## config.mk

```make
export PLATFORM = sky130hd
export DESIGN_NAME = perturb_observe_mppt_core
export DESIGN_NICKNAME = d
export VERILOG_FILES = /design/src/rtl/pomppt_pkg.sv /design/src/rtl/pomppt_regs.sv /design/src/rtl/pomppt_step.sv /design/src/rtl/perturb_observe_mppt_core.sv
export SDC_FILE = /design/constraint.sdc
export NUM_CORES = 1
export LEC_CHECK = 0
export BUFFER_PORTS_ARGS = -buffer_cell sky130_fd_sc_hd__buf_2
export CAP_MARGIN = 20
export CORE_ASPECT_RATIO = 0.75
export CORE_MARGIN = 2
export CORE_UTILIZATION = 31
export DETAILED_ROUTE_END_ITERATION = 7
export PLACE_DENSITY = 0.43
export SETUP_SLACK_MARGIN = 0.1
export SYNTH_ARGS = -nofsm -noshare
export SYNTH_HDL_FRONTEND = slang
export SYNTH_SLANG_ARGS = --single-unit
```

## constraint.sdc

```tcl
create_clock -name i_clk -period 10.5 [get_ports i_clk]
set_input_delay 2.1 -clock i_clk [delete_from_list [all_inputs] [get_ports i_clk]]
set_output_delay 2.1 -clock i_clk [all_outputs]
set_load 0.1 [all_outputs]
```

## src/rtl/pomppt_pkg.sv

```systemverilog
// ----------------------------------------------------------------------------
// pomppt_pkg
// Shared types and constants of the perturb-and-observe MPPT core.
// ----------------------------------------------------------------------------
package pomppt_pkg;

    localparam int DutyW  = 8;
    localparam int IncW   = 7;
    localparam int VoltW  = 16;
    localparam int CurrW  = 16;
    localparam int PowerW = VoltW + CurrW;
    localparam int AddrW  = 5;
    localparam int DataW  = 32;

    typedef enum logic [1:0] {
        CMD_SAMPLE  = 2'd0,
        CMD_ENABLE  = 2'd1,
        CMD_DISABLE = 2'd2,
        CMD_UNUSED  = 2'd3
    } t_cmd;

    typedef enum logic [2:0] {
        MODE_IDLE    = 3'd0,
        MODE_SEARCH  = 3'd1,
        MODE_TRACK   = 3'd2,
        MODE_LIMITED = 3'd3,
        MODE_FAULT   = 3'd4
    } t_mode;

    typedef enum logic [2:0] {
        REG_DUTY_LOW  = 3'd0,
        REG_DUTY_HIGH = 3'd1,
        REG_DUTY_INIT = 3'd2,
        REG_DUTY_INC  = 3'd3,
        REG_MIN_VIN   = 3'd4,
        REG_DEADBAND  = 3'd5
    } t_reg_idx;

    typedef struct packed {
        logic [DutyW-1:0]  duty_low;
        logic [DutyW-1:0]  duty_high;
        logic [DutyW-1:0]  duty_init;
        logic [IncW-1:0]   duty_inc;
        logic [VoltW-1:0]  min_vin;
        logic [PowerW-1:0] deadband;
    } t_cfg;

    typedef struct packed {
        t_mode             mode;
        logic [DutyW-1:0]  duty;
        logic [PowerW-1:0] last_power;
        logic              dir_up;
        logic              enabled;
        logic              have_last;
        logic              drive;
    } t_state;

    localparam t_cfg CFG_RESET = '{
        duty_low:  8'd13,
        duty_high: 8'd252,
        duty_init: 8'd77,
        duty_inc:  7'd4,
        min_vin:   16'd5000,
        deadband:  32'd100000
    };

    localparam t_state STATE_RESET = '{
        mode:       MODE_IDLE,
        duty:       8'd77,
        last_power: '0,
        dir_up:     1'b1,
        enabled:    1'b0,
        have_last:  1'b0,
        drive:      1'b0
    };

endpackage

```

## src/rtl/pomppt_regs.sv

```systemverilog
// ----------------------------------------------------------------------------
// pomppt_regs
// APB register file holding the tracker limits, step size and thresholds.
// ----------------------------------------------------------------------------
module pomppt_regs
    import pomppt_pkg::*;
(
    input  logic             i_clk,
    input  logic             i_rst_n,
    input  logic             psel,
    input  logic             penable,
    input  logic             pwrite,
    input  logic [AddrW-1:0] paddr,
    input  logic [DataW-1:0] pwdata,
    output logic [DataW-1:0] prdata,
    output logic             pready,
    output t_cfg             o_cfg
);

    t_cfg       r_cfg;
    logic       w_wr;
    t_reg_idx   w_idx;

    assign pready = 1'b1;
    assign w_wr   = psel && penable && pwrite;
    assign w_idx  = t_reg_idx'(paddr[AddrW-1:2]);
    assign o_cfg  = r_cfg;

    always_ff @(posedge i_clk) begin
        if (!i_rst_n) begin
            r_cfg <= CFG_RESET;
        end else if (w_wr) begin
            case (w_idx)
                REG_DUTY_LOW:  r_cfg.duty_low  <= pwdata[DutyW-1:0];
                REG_DUTY_HIGH: r_cfg.duty_high <= pwdata[DutyW-1:0];
                REG_DUTY_INIT: r_cfg.duty_init <= pwdata[DutyW-1:0];
                REG_DUTY_INC:  r_cfg.duty_inc  <= pwdata[IncW-1:0];
                REG_MIN_VIN:   r_cfg.min_vin   <= pwdata[VoltW-1:0];
                REG_DEADBAND:  r_cfg.deadband  <= pwdata[PowerW-1:0];
                default: ;
            endcase
        end
    end

    always_comb begin
        case (w_idx)
            REG_DUTY_LOW:  prdata = DataW'(r_cfg.duty_low);
            REG_DUTY_HIGH: prdata = DataW'(r_cfg.duty_high);
            REG_DUTY_INIT: prdata = DataW'(r_cfg.duty_init);
            REG_DUTY_INC:  prdata = DataW'(r_cfg.duty_inc);
            REG_MIN_VIN:   prdata = DataW'(r_cfg.min_vin);
            REG_DEADBAND:  prdata = DataW'(r_cfg.deadband);
            default:       prdata = '0;
        endcase
    end

endmodule

```

## src/rtl/pomppt_step.sv

```systemverilog
// ----------------------------------------------------------------------------
// pomppt_step
// Next-state logic: applies one command or sample to the tracker state.
// ----------------------------------------------------------------------------
module pomppt_step
    import pomppt_pkg::*;
(
    input  t_state            i_state,
    input  t_cfg              i_cfg,
    input  t_cmd              i_cmd,
    input  logic [VoltW-1:0]  i_vin,
    input  logic [PowerW-1:0] i_power,
    output t_state            o_state
);

    logic              w_first;
    logic              w_reverse;
    logic              w_dir;
    logic [PowerW-1:0] w_drop;
    logic signed [9:0] w_sum;
    logic signed [9:0] w_high;
    logic signed [9:0] w_low;
    logic [DutyW-1:0]  w_duty;
    logic              w_limited;

    assign w_first   = !i_state.have_last || (i_state.mode == MODE_FAULT);
    assign w_drop    = i_state.last_power - i_power;
    assign w_reverse = (i_state.last_power > i_power) && (w_drop > i_cfg.deadband);
    assign w_dir     = w_first ? i_state.dir_up : (i_state.dir_up ^ w_reverse);
    assign w_high    = 10'(signed'({2'b00, i_cfg.duty_high}));
    assign w_low     = 10'(signed'({2'b00, i_cfg.duty_low}));

    always_comb begin
        if (w_dir) begin
            w_sum = 10'(signed'({2'b00, i_state.duty})) + 10'(signed'({3'b000, i_cfg.duty_inc}));
        end else begin
            w_sum = 10'(signed'({2'b00, i_state.duty})) - 10'(signed'({3'b000, i_cfg.duty_inc}));
        end
        w_limited = 1'b1;
        if (w_sum > w_high) begin
            w_duty = i_cfg.duty_high;
        end else if (w_sum < w_low) begin
            w_duty = i_cfg.duty_low;
        end else begin
            w_duty    = w_sum[DutyW-1:0];
            w_limited = 1'b0;
        end
    end

    always_comb begin
        o_state = i_state;
        case (i_cmd)
            CMD_SAMPLE: begin
                if (!i_state.enabled) begin
                    o_state.mode = MODE_IDLE;
                end else if (i_vin < i_cfg.min_vin) begin
                    o_state.mode      = MODE_FAULT;
                    o_state.have_last = 1'b0;
                    o_state.drive     = 1'b0;
                end else begin
                    o_state.duty       = w_duty;
                    o_state.dir_up     = w_dir;
                    o_state.last_power = i_power;
                    o_state.have_last  = 1'b1;
                    o_state.drive      = 1'b1;
                    if (w_limited) begin
                        o_state.mode = MODE_LIMITED;
                    end else if (w_first) begin
                        o_state.mode = MODE_SEARCH;
                    end else begin
                        o_state.mode = MODE_TRACK;
                    end
                end
            end
            CMD_ENABLE: begin
                o_state.enabled    = 1'b1;
                o_state.mode       = MODE_SEARCH;
                o_state.duty       = i_cfg.duty_init;
                o_state.drive      = 1'b1;
                o_state.last_power = '0;
                o_state.dir_up     = 1'b1;
                o_state.have_last  = 1'b0;
            end
            CMD_DISABLE: begin
                o_state.enabled   = 1'b0;
                o_state.mode      = MODE_IDLE;
                o_state.have_last = 1'b0;
                o_state.drive     = 1'b0;
            end
            default: ;
        endcase
    end

endmodule

```

## src/rtl/perturb_observe_mppt_core.sv

```systemverilog
// ----------------------------------------------------------------------------
// perturb_observe_mppt_core
// Perturb-and-observe maximum power point tracker with an APB register port.
//
//   Channel  Dir  Handshake               Content
//   s_axis   in   s_axis_tvalid/tready    command, input voltage and current
//   m_axis   out  m_axis_tvalid/tready    duty code, mode, drive, direction
//   apb      in   psel/penable/pready     limits, step size, thresholds
//
// On acceptance the input power is multiplied into the input register; the
// state update and result are then formed into the output register. A word
// can be accepted every cycle while the output is not stalled.
// Reset is synchronous and restores the power-on registers and state.
// A stalled output holds its word while the input register still takes one.
// ----------------------------------------------------------------------------
module perturb_observe_mppt_core
    import pomppt_pkg::*;
(
    input  logic             i_clk,
    input  logic             i_rst_n,
    input  logic             s_axis_tvalid,
    output logic             s_axis_tready,
    input  logic [31:0]      s_axis_tdata,   // vin_mv[15:0], iin_ma[31:16]
    input  logic [1:0]       s_axis_tuser,   // cmd[1:0]
    output logic             m_axis_tvalid,
    input  logic             m_axis_tready,
    output logic [15:0]      m_axis_tdata,   // duty_code[7:0], mode[10:8],
                                             // drive_on[11], step_up[12], zero
    input  logic             psel,
    input  logic             penable,
    input  logic             pwrite,
    input  logic [AddrW-1:0] paddr,
    input  logic [DataW-1:0] pwdata,
    output logic [DataW-1:0] prdata,
    output logic             pready
);

    t_cfg              w_cfg;
    t_state            r_state;
    t_state            n_state;
    logic              r_in_valid;
    t_cmd              r_in_cmd;
    logic [VoltW-1:0]  r_in_vin;
    logic [PowerW-1:0] r_in_power;
    logic              r_out_valid;
    logic [15:0]       r_out_data;
    logic              w_adv;
    logic              w_take;

    pomppt_regs u_regs (
        .i_clk   (i_clk),
        .i_rst_n (i_rst_n),
        .psel    (psel),
        .penable (penable),
        .pwrite  (pwrite),
        .paddr   (paddr),
        .pwdata  (pwdata),
        .prdata  (prdata),
        .pready  (pready),
        .o_cfg   (w_cfg)
    );

    pomppt_step u_step (
        .i_state (r_state),
        .i_cfg   (w_cfg),
        .i_cmd   (r_in_cmd),
        .i_vin   (r_in_vin),
        .i_power (r_in_power),
        .o_state (n_state)
    );

    assign w_adv         = r_in_valid && (!r_out_valid || m_axis_tready);
    assign s_axis_tready = !r_in_valid || w_adv;
    assign w_take        = s_axis_tvalid && s_axis_tready;
    assign m_axis_tvalid = r_out_valid;
    assign m_axis_tdata  = r_out_data;

    always_ff @(posedge i_clk) begin
        if (!i_rst_n) begin
            r_in_valid  <= 1'b0;
            r_out_valid <= 1'b0;
            r_state     <= STATE_RESET;
        end else begin
            if (w_take) begin
                r_in_valid <= 1'b1;
            end else if (w_adv) begin
                r_in_valid <= 1'b0;
            end
            if (w_adv) begin
                r_out_valid <= 1'b1;
                r_state     <= n_state;
            end else if (m_axis_tready) begin
                r_out_valid <= 1'b0;
            end
        end
    end

    always_ff @(posedge i_clk) begin
        if (w_take) begin
            r_in_cmd   <= t_cmd'(s_axis_tuser);
            r_in_vin   <= s_axis_tdata[15:0];
            r_in_power <= PowerW'(s_axis_tdata[15:0]) * PowerW'(s_axis_tdata[31:16]);
        end
        if (w_adv) begin
            r_out_data <= {3'b000, n_state.dir_up, n_state.drive, n_state.mode, n_state.duty};
        end
    end

    a_fault_idle_drive_off: assert property (@(posedge i_clk) disable iff (!i_rst_n)
        (r_state.mode == MODE_FAULT || r_state.mode == MODE_IDLE) |-> !r_state.drive)
        else $error("drive is on in fault or idle mode");

    a_active_needs_enable: assert property (@(posedge i_clk) disable iff (!i_rst_n)
        (r_state.mode != MODE_IDLE) |-> r_state.enabled)
        else $error("tracker is active while disabled");

    a_state_moves_with_word: assert property (@(posedge i_clk) disable iff (!i_rst_n)
        !w_adv |=> $stable(r_state))
        else $error("state changed without a word");

    a_result_follows_word: assert property (@(posedge i_clk) disable iff (!i_rst_n)
        w_adv |=> r_out_valid)
        else $error("processed word produced no result");

endmodule

```

# ---- After elaboration in Yosys (flattened, before gate mapping)
# Cells that the tools add are included.
dict set report totals {
  input_bits 78
  register_bits 191
  out_inout_bits 51
}
dict set report classes {
  n_addsub 3
  bitwise_logic 1
  n_lt_le_gt_ge 5
  mul 1
  n_eq_ne 10
  muxes 23
  n_reduce_logical 27
}
# cell n
set op_table {}
lappend op_table {{case mux 32 bit (6 select lines)} 1}
lappend op_table {{two-way mux 41 bit} 2}
lappend op_table {{case mux 41 bit (2 select lines)} 1}
lappend op_table {{greater-than comparator 32 bit} 2}
lappend op_table {{multiplier 16 x 16 -> 32 bit} 1}
lappend op_table {{subtractor 32 bit} 1}
lappend op_table {{< comparator 16 bit} 1}
lappend op_table {{two-way mux 8 bit} 2}
lappend op_table {{AND reduction 2 bit} 7}
lappend op_table {{greater-than comparator 10 x 9 -> 1 bit} 1}
lappend op_table {{< comparator 10 x 9 -> 1 bit} 1}
lappend op_table {{two-way mux 10 bit} 1}
lappend op_table {{adder 8 x 7 -> 9 bit} 1}
lappend op_table {{== test 3 bit (second input constant)} 3}
lappend op_table {{case mux 3 bit (3 select lines)} 1}
lappend op_table {{subtractor 8 x 7 -> 9 bit} 1}
lappend op_table {{two-way mux 2 bit} 4}
lappend op_table {{nonzero test 2 bit} 4}
lappend op_table {{two-way mux 1 bit} 7}
lappend op_table {{== test 3 x 2 -> 1 bit (second input constant)} 2}
lappend op_table {{two-way mux 3 bit} 2}
lappend op_table {{case mux 2 bit (3 select lines)} 1}
lappend op_table {{logical AND 1 bit} 5}
lappend op_table {{!= test 2 bit (second input constant)} 2}
lappend op_table {{12 further kinds} 16}

# ---- Depth between registers and ports, before layout
# Gate-level depths: netlist of the first run.
dict set report depth {
  ltp_word 13
  depth_mapped 35
}

# ---- Modules after synthesis
# A second synthesis of the first run with hierarchy kept.
dict set report unflattened {
  cells_unflattened 2378
  area_unflattened_um2 20987.6
}
# module seq_area_each_um2 n_inst area_each_um2 cells_per_inst
set modules_own_cells {}
lappend modules_own_cells {perturb_observe_mppt_core 2872.8 1 12180.4 1263}
lappend modules_own_cells {pomppt_step 0.0 1 5106.1 706}
lappend modules_own_cells {pomppt_regs 1581.5 1 3701.0 409}

# ---- Worst setup path before layout of the first run
# OpenSTA, ideal clock, no wires.
dict set report synth_timing {
  path_type {input -> register}
  from {input port s_axis_tdata[13]}
  to {register r_in_power[31] (data pin)}
  stages 23
  t_arrival_ns 8.071
  setup_slack_ns 2.169
  cell_sequence {clkbuf_1 -> nand2_1 -> fa_1 -> inv_1 -> fa_1 -> inv_1 -> fa_1 -> inv_1 -> fa_1 -> inv_1 -> fa_1 -> inv_1 -> fa_1 -> ha_1 -> a21o_1 -> a211o_1 -> a221o_1 -> o41a_1 -> a41oi_1 -> a21oi_1 -> a211oi_1 -> a21oi_1 -> xnor2_1}
}
dict set report synth_via {
  elab_chain_len 1
}
# item line
set synth_lines {}
lappend synth_lines {{start: declaration} perturb_observe_mppt_core.sv:23} ;# input logic [31:0] s_axis_tdata,
lappend synth_lines {{multiplier 16 x 16 -> 32 bit} perturb_observe_mppt_core.sv:102} ;# r_in_power <= PowerW'(s_axis_tdata[15:0]) * PowerW'(s_axis_tdata[31:16]);
lappend synth_lines {{end signal: assignment} perturb_observe_mppt_core.sv:102}
lappend synth_lines {{end: declaration} perturb_observe_mppt_core.sv:44} ;# logic [PowerW-1:0] r_in_power;
# Every way passes these cells.
# A chain may end at the register's enable or synchronous reset.

==> impl_metrics.ini, run 1 <==
[run_status]
status = finished clean

[die]
row_count = 80
die_w_um = 295.7
fp.coreArea_mm2 = 0.06336
die-height_um = 222.8
dieArea_mm2 = 0.06589
ios = 129
initial_core_util_pct = 31.23

[finish]
syn_to_final_growth_pct = 10.34
nets = 2839
nFillCells = 6623
regArea_mm2 = 0.004454
final_common_cell = nand2_1
multi_input_area_mm2 = 0.01362
drive_above_1_share_pct = 8.302
final_cell_mix = 371 x nand2_1, 361 x inv_1, 216 x ha_1
antenna_cells = 0

[yosys]
yosysTopAreaCell = fa_1
synth-simple-area-share_pct = 16.88
netlist_area_mm2 = 0.01979
synthAdderAreaFrac_pct = 33.59
synth.avg_cell_area_um2 = 8.671
synth.distinct_cells = 74
async_reset_ff_share_pct = 0
yosysTopAreaCellShare_pct = 19.93
muxShareOfSynthArea_pct = 3.136
yosysWarnings = 0
synth_edf_count = 63
synth_top_family_by_area = adder cells
synthCells = 2282
yosysSeqAreaShare_pct = 22.51
ys_ff_latch = 191
synth_xor_area_share_pct = 2.612
synthTopCellsByArea = fa_1 20%, ha_1 14%, dfxtp_1 13%
synth_compound_area_share_pct = 12.45
ys.flop_type = dfxtp_1

[drt]
avgViaCountPerCell = 4.943
drtPass1Iterations = 8
drtIter0Drc = 1104
drc = 0
wirelength_um = 58860
wl_per_cell_um = 18.27
vias = 15927
antenna_left = 0

[global_route]
grt_pass1_wl_um = 91690
antenna_found_initial = 0
grt_max_degree = 57
grt.total_usage_pct = 18.02
grt_overflow = 0
grt_pass1_vias = 15522

[clocking]
clkTransAtPathRegs_ns = 0.08
clock_path_buffers = 2
cts_tree = built
postCtsSetupRepairBufs = 0
cts-root-buf = clkbuf_16
h-tree-depth = 4
clk_latency_ns = 0.46
cts_resized = 0
postCtsHoldBufs = 0
cts_made_buffers = 17
clock-sinks = 191

[critical_path]
critPathCaptureType = register
crit_type = register to register
critPathRequiredTime_ns = 10.72
start_kind = register
rrSetupSlack_ns = 1.27
critPathMaxStageDelay_ns = 0.51
crit_fanout = 17
crit_arrival_ns = 9.45
crit_top_cell = a21oi_1
crit_slowest_cell = nor2b_1

[timing]
slew_headroom_pct = 31.64
finalSetupTns_ns = 0
drv_slew = 0
finalSetupViolCount = 0
fin_crit_sh_pct = 87.93
max_freq_mhz = 108.3
skew_ns = 0.01427
hold_viol_final = 0
rsz0062_at_grt = false
period_needed_ns = 9.232
worst_pin_slew_ns = 1.016
whs_ns = 0.4578

[power_and_ir_drop]
p_per_area_mw_per_mm2 = 243.0
total_power_mw = 5.306
p_leak_nw = 10.07
max-vdd-ir-drop_v = 0.0002109

[placed_design]
port_buffers = 122
routabilityCongestion = 0.8775
hpwl_um = 46340

[worst_hold_path]
hp-class = register to register

[run]
max-cap-violations = 0
==> path summary, 6_finish.rpt <==
check	end	cells after the start	from
setup / recovery	m_axis_tdata[8]$_DFFE_PP_	34	r_in_power[0]$_DFFE_PP_
hold / removal	r_state[31]$_SDFFE_PN0P_	2	r_state[31]$_SDFFE_PN0P_
setup reg to reg	m_axis_tdata[8]$_DFFE_PP_	34	r_in_power[0]$_DFFE_PP_
hold reg to reg	r_state[31]$_SDFFE_PN0P_	2	r_state[31]$_SDFFE_PN0P_
==> cell usage after synthesis, types with 4 or more instances <==
library cell	count
o21ai_0	50
o22ai_1	7
o21bai_1	12
nand2b_1	15
a31oi_1	7
or3_1	8
clkbuf_1	84
and4_1	5
a21oi_1	163
inv_1	361
and3_1	27
o21a_1	12
or2_2	5
nor2b_1	14
mux2i_1	44
mux4_2	7
dfxtp_1	128
fa_1	197
a21boi_0	6
nand2_1	371
a222oi_1	7
a211oi_1	11
a21o_1	26
ha_1	216
a221oi_1	6
o41a_1	4
edfxtp_1	63
nor3_1	12
nand3_1	57
xnor2_1	50
buf_4	4
o211ai_1	27
and2_1	98
xor2_1	9
nand4_1	13
nor2_1	91
a221o_1	4
a211o_1	8
==> cells by family (layout without fill, tap and decap cells) <==
family | Yosys count | in the layout
mux | 53 | 53
compound gates | 381 | 381
simple gates | 727 | 727
flops | 191 | 191
buf+inv | 456 | 533
xor+xnor | 59 | 59
other cells | 2 | 4
fa+ha+maj | 413 | 413
==> flip-flops by register name (all words and copies together) (netlist names) <==
| name | cells |
|---|---|
| r_in_vin | 16 |
| r_state | 47 |
| r_in_power | 32 |
| u_regs.o_cfg | 79 |
| m_axis_tdata | 13 |
| m_axis_tvalid | 1 |
| r_in_valid | 1 |
| r_in_cmd | 2 |
==> report_power, final <==
group / leakage (nW) / switching (mW) / total, mW / internal [mW]
logic: 8.14 / 2.05 / 3.57 / 1.52
clock network: 0.286 / 0.328 / 0.674 / 0.346
registers: 1.64 / 0.0483 / 1.06 / 1.01
total: 10.1 / 2.43 / 5.31 / 2.88
==> per-stage QoR <==
stage               instance area [um2]  util [%]  setup slack (ns)  std cells
floorplan                         19790         -             2.169       2284
detailed placement                21240     33.52             1.502       3189
CTS                               21820     34.45             1.564       3221
global placement                  21220     33.49             1.514       3187
finish                            21830     34.46             1.268       3222
global route                      21830     34.46            0.8493       3222
==> worst max-delay path, delay by kind of cell (launching register included) <==
kind	cells	cell delay (ns)
AO/OA/AOI/OAI	19	4.41
XOR/XNOR	2	0.64
adder cells (fa/ha/maj)	4	1.30
buffers and inverters	3	0.68
flip-flops	1	0.42
multiplexers	1	0.25
AND/OR/NAND/NOR	5	1.24
==> routing by layer <==
| layer | vias to the layer above | track usage (%) | part of all wire [%] |
|---|---|---|---|
| met4 | 0 | 2.669 | 0.88 |
| li1 | 7596 | - | - |
| met3 | 29 | 2.301 | 5.3 |
| met2 | 375 | 25.25 | 40 |
| met5 | - | 0 | 0 |
| met1 | 7927 | 29.33 | 53 |
==> layout make-up <==
| cell class | count | area share [%] |
|---|---|---|
| timing repair buffer | 138 | 3.381 |
| inverter | 363 | 6.241 |
| multi-input combinational | 1637 | 62.36 |
| tap | 861 | 4.934 |
| sequential | 191 | 20.40 |
| clock inverter | 12 | 0.6304 |
| clock buffer | 20 | 2.046 |
No activity file was read; power rests on OpenSTA's default activity.
==> run 2: changes to the inputs <==
--- a/config.mk
+++ b/config.mk
@@ -9,9 +9,9 @@
 export CAP_MARGIN = 20
 export CORE_ASPECT_RATIO = 0.75
 export CORE_MARGIN = 2
-export CORE_UTILIZATION = 31
+export CORE_UTILIZATION = 55
 export DETAILED_ROUTE_END_ITERATION = 7
-export PLACE_DENSITY = 0.43
+export PLACE_DENSITY = 0.7
 export SETUP_SLACK_MARGIN = 0.1
 export SYNTH_ARGS = -nofsm -noshare
 export SYNTH_HDL_FRONTEND = slang
==> run 2 against run 1 <==
Compared with the run above: count of clock-buffer cells in the layout decreased by 2; cell count down 12%; combinational power shrank 1%; utilization up 25 points; sequential power is essentially flat; via count rose by 1.4%; clock skew grew 0.0034 ns; sequential share of layout area up 0.50 points; global-route usage grew 9.9 points; hold slack improved by 0.0013 ns; cell area fell by 2.4%; die area decreased by 43%; critical path type unchanged; critical endpoint unchanged; largest power group unchanged.
==> impl_metrics.ini, run 2 (synthesis results as in run 1) <==
[clocking]
clkTransAtPathRegs_ns = 0.08
cts_tree = built
postCtsHoldBufs = 0
cts_made_buffers = 17
h-tree-depth = 4
clock_path_buffers = 2
clk_latency_ns = 0.45
cts_resized = 0
postCtsSetupRepairBufs = 0
clock-sinks = 191
cts-root-buf = clkbuf_16

[finish]
antenna_cells = 0
regArea_mm2 = 0.004454
final_cell_mix = 371 x nand2_1, 361 x inv_1, 216 x ha_1
nets = 2835
nFillCells = 3143
final_common_cell = nand2_1
fin_area_mm2 = 0.02131
multi_input_area_mm2 = 0.01362
syn_to_final_growth_pct = 7.683
largest_reg_flops = 79
drive_above_1_share_pct = 8.146

[timing]
rsz0062_at_grt = false
worst_pin_slew_ns = 1.151
hold_viol_final = 0
worst_slack_ns = 0.7815
drv_slew = 0
finalSetupViolCount = 0
period_needed_ns = 9.719
skew_ns = 0.01762
max_freq_mhz = 102.9
finalSetupTns_ns = 0
slew_headroom_pct = 22.90
fin_crit_sh_pct = 92.56

[drt]
wirelength_um = 51790
antenna_left = 0
drtIter0Drc = 1476
avgViaCountPerCell = 5.721
wl_per_cell_um = 18.35
drc = 0
drtPass1Iterations = 5
vias = 16145

[die]
dieArea_mm2 = 0.03752
fp.coreArea_mm2 = 0.03566
die_w_um = 223.0
ios = 129
die-height_um = 168.3
row_count = 60
initial_core_util_pct = 55.49

[placed_design]
port_buffers = 122
pre_cts_ws_ns = 1.221
routabilityCongestion = 0.9642
hpwl_um = 40390
placed_cell_area_mm2 = 0.02073

[critical_path]
crit_fanout = 17
critPathRequiredTime_ns = 10.70
start_kind = register
crit_top_cell = a21oi_1
critPathCaptureType = register
crit_arrival_ns = 9.92
critPathMaxStageDelay_ns = 0.96
crit_slowest_cell = a2111oi_4
rrSetupSlack_ns = 0.78
crit_type = register to register

[global_route]
grt.total_usage_pct = 27.90
grt_pass1_wl_um = 82390
antenna_found_initial = 0
grt_overflow = 0
grt_pass1_vias = 15414
grt_max_degree = 69

[run]
max-cap-violations = 0

[power_and_ir_drop]
p_per_area_mw_per_mm2 = 245.0
max-vdd-ir-drop_v = 0.0002481
p_leak_nw = 10.05

[worst_hold_path]
hp-class = register to register

[run_status]
status = finished clean
## run 2: changes by cell type in the layout (fill, tap and decap cells not counted), moves of 2 or more
cell      delta
buf_4        -4
clkinv_4     +4
clkinv_8     +2
inv_8        -3
## run 2: layout make-up
type,count,share of cell area (%)
repair buffers,134,3.382
clock inverters,14,0.6694
flip-flops and latches,191,20.91
multi-input cells,1637,63.90
well taps,465,2.731
inverters,363,6.395
clock buffers,18,2.014
## run 2: per-stage QoR
stage | hold slack, ns | util (%) | power, mW | std cells
2_1_floorplan | 0.4319 | - | 3.781 | 2284
6_report | 0.4591 | 59.75 | 5.220 | 2822
4_1_cts | 0.4606 | 59.75 | 5.221 | 2822
5_1_grt | 0.4676 | 59.75 | 5.755 | 2822
3_5_place_dp | 0.4491 | 58.15 | 4.559 | 2790
3_3_place_gp | 0.4393 | 58.07 | 4.457 | 2789
## run 2: worst paths after layout
| check | from | to | cells after the start |
|---|---|---|---|
| worst max-delay path | r_in_power[9]$_DFFE_PP_ | m_axis_tdata[8]$_DFFE_PP_ | 32 |
| worst min-delay path | r_state[21]$_SDFFE_PN0P_ | r_state[21]$_SDFFE_PN0P_ | 2 |
| worst max register to register | r_in_power[9]$_DFFE_PP_ | m_axis_tdata[8]$_DFFE_PP_ | 32 |
| worst min register to register | r_state[21]$_SDFFE_PN0P_ | r_state[21]$_SDFFE_PN0P_ | 2 |
## run 2: metal layers
layer  up-vias  GRT usage, %  share of wire [%]
met5         -             0                  0
met4         0         6.390                1.5
met3        51         4.956                8.3
met2       639         41.33                 42
met1      7850         42.37                 48
li1       7605             -                  -
## run 2: where the power goes
part           internal (mW)  switching [mW]
registers               1.01          0.0529
logic                   1.52            2.00
clock network          0.317           0.320
total                   2.84            2.38
## run 2: critical path, delay by kind of cell (launching register included)
family | cells | cell delay, ns
AO/OA/AOI/OAI | 19 | 5.65
AND/OR/NAND/NOR | 5 | 1.39
XOR/XNOR | 2 | 0.69
adder cells (fa/ha/maj) | 3 | 0.99
flip-flops | 1 | 0.36
buffers and inverters | 2 | 0.17
multiplexers | 1 | 0.22
==> run 3: changes to the inputs <==
--- a/config.mk
+++ b/config.mk
@@ -15,4 +15,5 @@
 export SETUP_SLACK_MARGIN = 0.1
 export SYNTH_ARGS = -nofsm -noshare
 export SYNTH_HDL_FRONTEND = slang
+export SYNTH_HIERARCHICAL = 1
 export SYNTH_SLANG_ARGS = --single-unit
==> constraint.sdc (replaced) <==
create_clock -name i_clk -period 9.65 [get_ports i_clk]
set_input_delay 1.93 -clock i_clk [delete_from_list [all_inputs] [get_ports i_clk]]
set_output_delay 1.93 -clock i_clk [all_outputs]
set_load 0.1 [all_outputs]
==> run 3 against run 2 <==
Compared with the run above: sequential power is 8% higher; hold slack better by 0.017 ns; clock power is 11% higher; via count is 5.0% higher; largest power group unchanged; synthesized cell count is 4.2% higher; count of clock-buffer cells in the layout is 1 lower; largest cell class unchanged; register-to-register slack better by 0.25 ns; critical path depth is 1 higher; area after synthesis is 6.1% higher.
==> impl_metrics.ini, run 3 <==
[run_status]
status = finished clean

[global_route]
grt_pass1_wl_um = 88670
grt_overflow = 0
grt_max_degree = 121
grt_pass1_vias = 16974
grt.total_usage_pct = 27.78
antenna_found_initial = 0

[die]
initial_core_util_pct = 56.23
ios = 129
row_count = 61
dieArea_mm2 = 0.03975
die-height_um = 173.2
die_w_um = 229.6
fp.coreArea_mm2 = 0.03732

[timing]
fin_crit_sh_pct = 89.31
drv_slew = 0
max_freq_mhz = 116.0
finalSetupTns_ns = 0
period_needed_ns = 8.619
worst_pin_slew_ns = 1.044
slew_headroom_pct = 30.24
worst_slack_ns = 1.032
skew_ns = 0.007498
finalSetupViolCount = 0
hold_viol_final = 0
rsz0062_at_grt = false
whs_ns = 0.4762

[critical_path]
r2r_cells = 33
rr_endpoint = r_state[39]$_SDFFE_PN1P_
crit_slowest_cell = nor4_1
rrSetupSlack_ns = 1.03
crit_arrival_ns = 8.93
reg2reg_from = r_in_power[1]$_DFFE_PP_
crit_type = register to register
cp-startpoint = r_in_power[1]$_DFFE_PP_
crit_end = r_state[39]$_SDFFE_PN1P_
critPathCaptureType = register
crit_fanout = 13
crit_top_cell = ha_1
start_kind = register
critPathMaxStageDelay_ns = 0.77
critPathRequiredTime_ns = 9.97

[finish]
nets = 2917
largest_reg_flops = 79
antenna_cells = 0
drive_above_1_share_pct = 9.057
final_cell_mix = 363 x nand2_1, 363 x inv_1, 215 x ha_1
syn_to_final_growth_pct = 7.172

[drt]
vias = 16960
drtIter0Drc = 1400
drc = 0
antenna_left = 0
drtPass1Iterations = 6
avgViaCountPerCell = 5.761
wirelength_um = 54410
wl_per_cell_um = 18.48

[yosys]
synth_most_common_cell = inv_1
synth_common_cells = 364 x inv_1, 363 x nand2_1, 215 x ha_1
async_reset_ff_share_pct = 0
yosysTopAreaCellShare_pct = 18.79
synthCells = 2378
synth_edf_count = 63
netlist_area_mm2 = 0.02099
ys.flop_type = dfxtp_1
yosysWarnings = 6
yosysSeqAreaShare_pct = 21.22
synthTopCellsByArea = fa_1 19%, ha_1 13%, dfxtp_1 12%
ys_ff_latch = 191
synth.distinct_cells = 81
synth.avg_cell_area_um2 = 8.826
yosysTopAreaCell = fa_1

[clocking]
postCtsHoldBufs = 0
clkTransAtPathRegs_ns = 0.07
clock-sinks = 191
clk_latency_ns = 0.45
clock_path_buffers = 2
h-tree-depth = 4
cts_made_buffers = 17
postCtsSetupRepairBufs = 0
cts_resized = 0
cts-root-buf = clkbuf_16
cts_tree = built

[power_and_ir_drop]
p_per_area_mw_per_mm2 = 294.9
p_leak_nw = 10.63
max-vdd-ir-drop_v = 0.0004344

[run]
max-cap-violations = 0

[placed_design]
routabilityCongestion = 0.8974
port_buffers = 122
pre_cts_ws_ns = 1.266
hpwl_um = 42120

[worst_hold_path]
hp-class = register to register
-- run 3: area by class of cell --
type	count	area (um2)
Clock buffer	17	425.4
Inverter	364	1366
Tap cell	504	630.6
Fill cell	3199	14830
Timing Repair Buffer	134	753.2
Multi-Input combinational cell	1719	14720
Sequential cell	191	4454
Clock inverter	15	142.6
-- run 3: logic make-up (layout without fill, tap and decap cells) --
group,after synthesis,after routing,synth area share (%)
AOI/OAI and AO/OA,387,387,13.00
xor gates and xnor gates,59,59,2.462
adders and majority gates,412,412,31.61
buffers and inverters,470,530,8.728
DFF,191,191,21.22
muxes,128,128,6.295
other,2,4,0.03578
and+or+nand+nor,729,729,16.65
-- run 3: through the flow --
step	area, um2	util, %	cells	power, mW
finish	22490	60.27	2944	6.634
global route	22490	60.27	2944	7.269
CTS	22430	60.11	2941	6.596
detailed placement	21860	58.58	2909	5.814
global placement	21840	58.53	2908	5.752
floorplan	21000	-	2380	4.681
-- run 3: worst max-delay path: cells and delay by family, from the launching register on --
| family | cells | cell delay [ns] |
|---|---|---|
| buf+inv | 2 | 0.40 |
| fa+ha+maj | 3 | 0.91 |
| flops | 1 | 0.43 |
| simple gates | 12 | 2.37 |
| compound gates | 13 | 3.63 |
| xor+xnor | 2 | 0.57 |
| mux | 1 | 0.14 |
-- run 3: where the power goes --
part	total, mW	internal (mW)	switching (mW)
clock network	0.708	0.380	0.328
registers	1.15	1.10	0.0494
logic	4.77	1.82	2.95
-- run 3: worst min path at each step --
stage,slack (ns),cells past startpoint,start,end
2_1_floorplan,0.44,2,u_regs/o_cfg[17]$_SDFFE_PN0P_,u_regs/o_cfg[17]$_SDFFE_PN0P_
3_3_place_gp,0.45,2,r_state[4]$_SDFFE_PN0P_,r_state[4]$_SDFFE_PN0P_
3_5_place_dp,0.47,2,u_regs/o_cfg[21]$_SDFFE_PN0P_,u_regs/o_cfg[21]$_SDFFE_PN0P_
4_1_cts,0.48,2,u_regs/o_cfg[30]$_SDFFE_PN0P_,u_regs/o_cfg[30]$_SDFFE_PN0P_
5_1_grt,0.49,2,u_regs/o_cfg[21]$_SDFFE_PN0P_,u_regs/o_cfg[21]$_SDFFE_PN0P_
6_report,0.48,2,r_state[4]$_SDFFE_PN0P_,r_state[4]$_SDFFE_PN0P_
-- run 3: per-layer routing --
layer / GRT usage, % / up-vias / wire [um]
li1: - / 7979 / -
met1: 38.92 / 8398 / 24680
met2: 43.74 / 510 / 24890
met3: 5.838 / 73 / 3823
met4: 7.251 / 0 / 1017
met5: 0 / - / 0
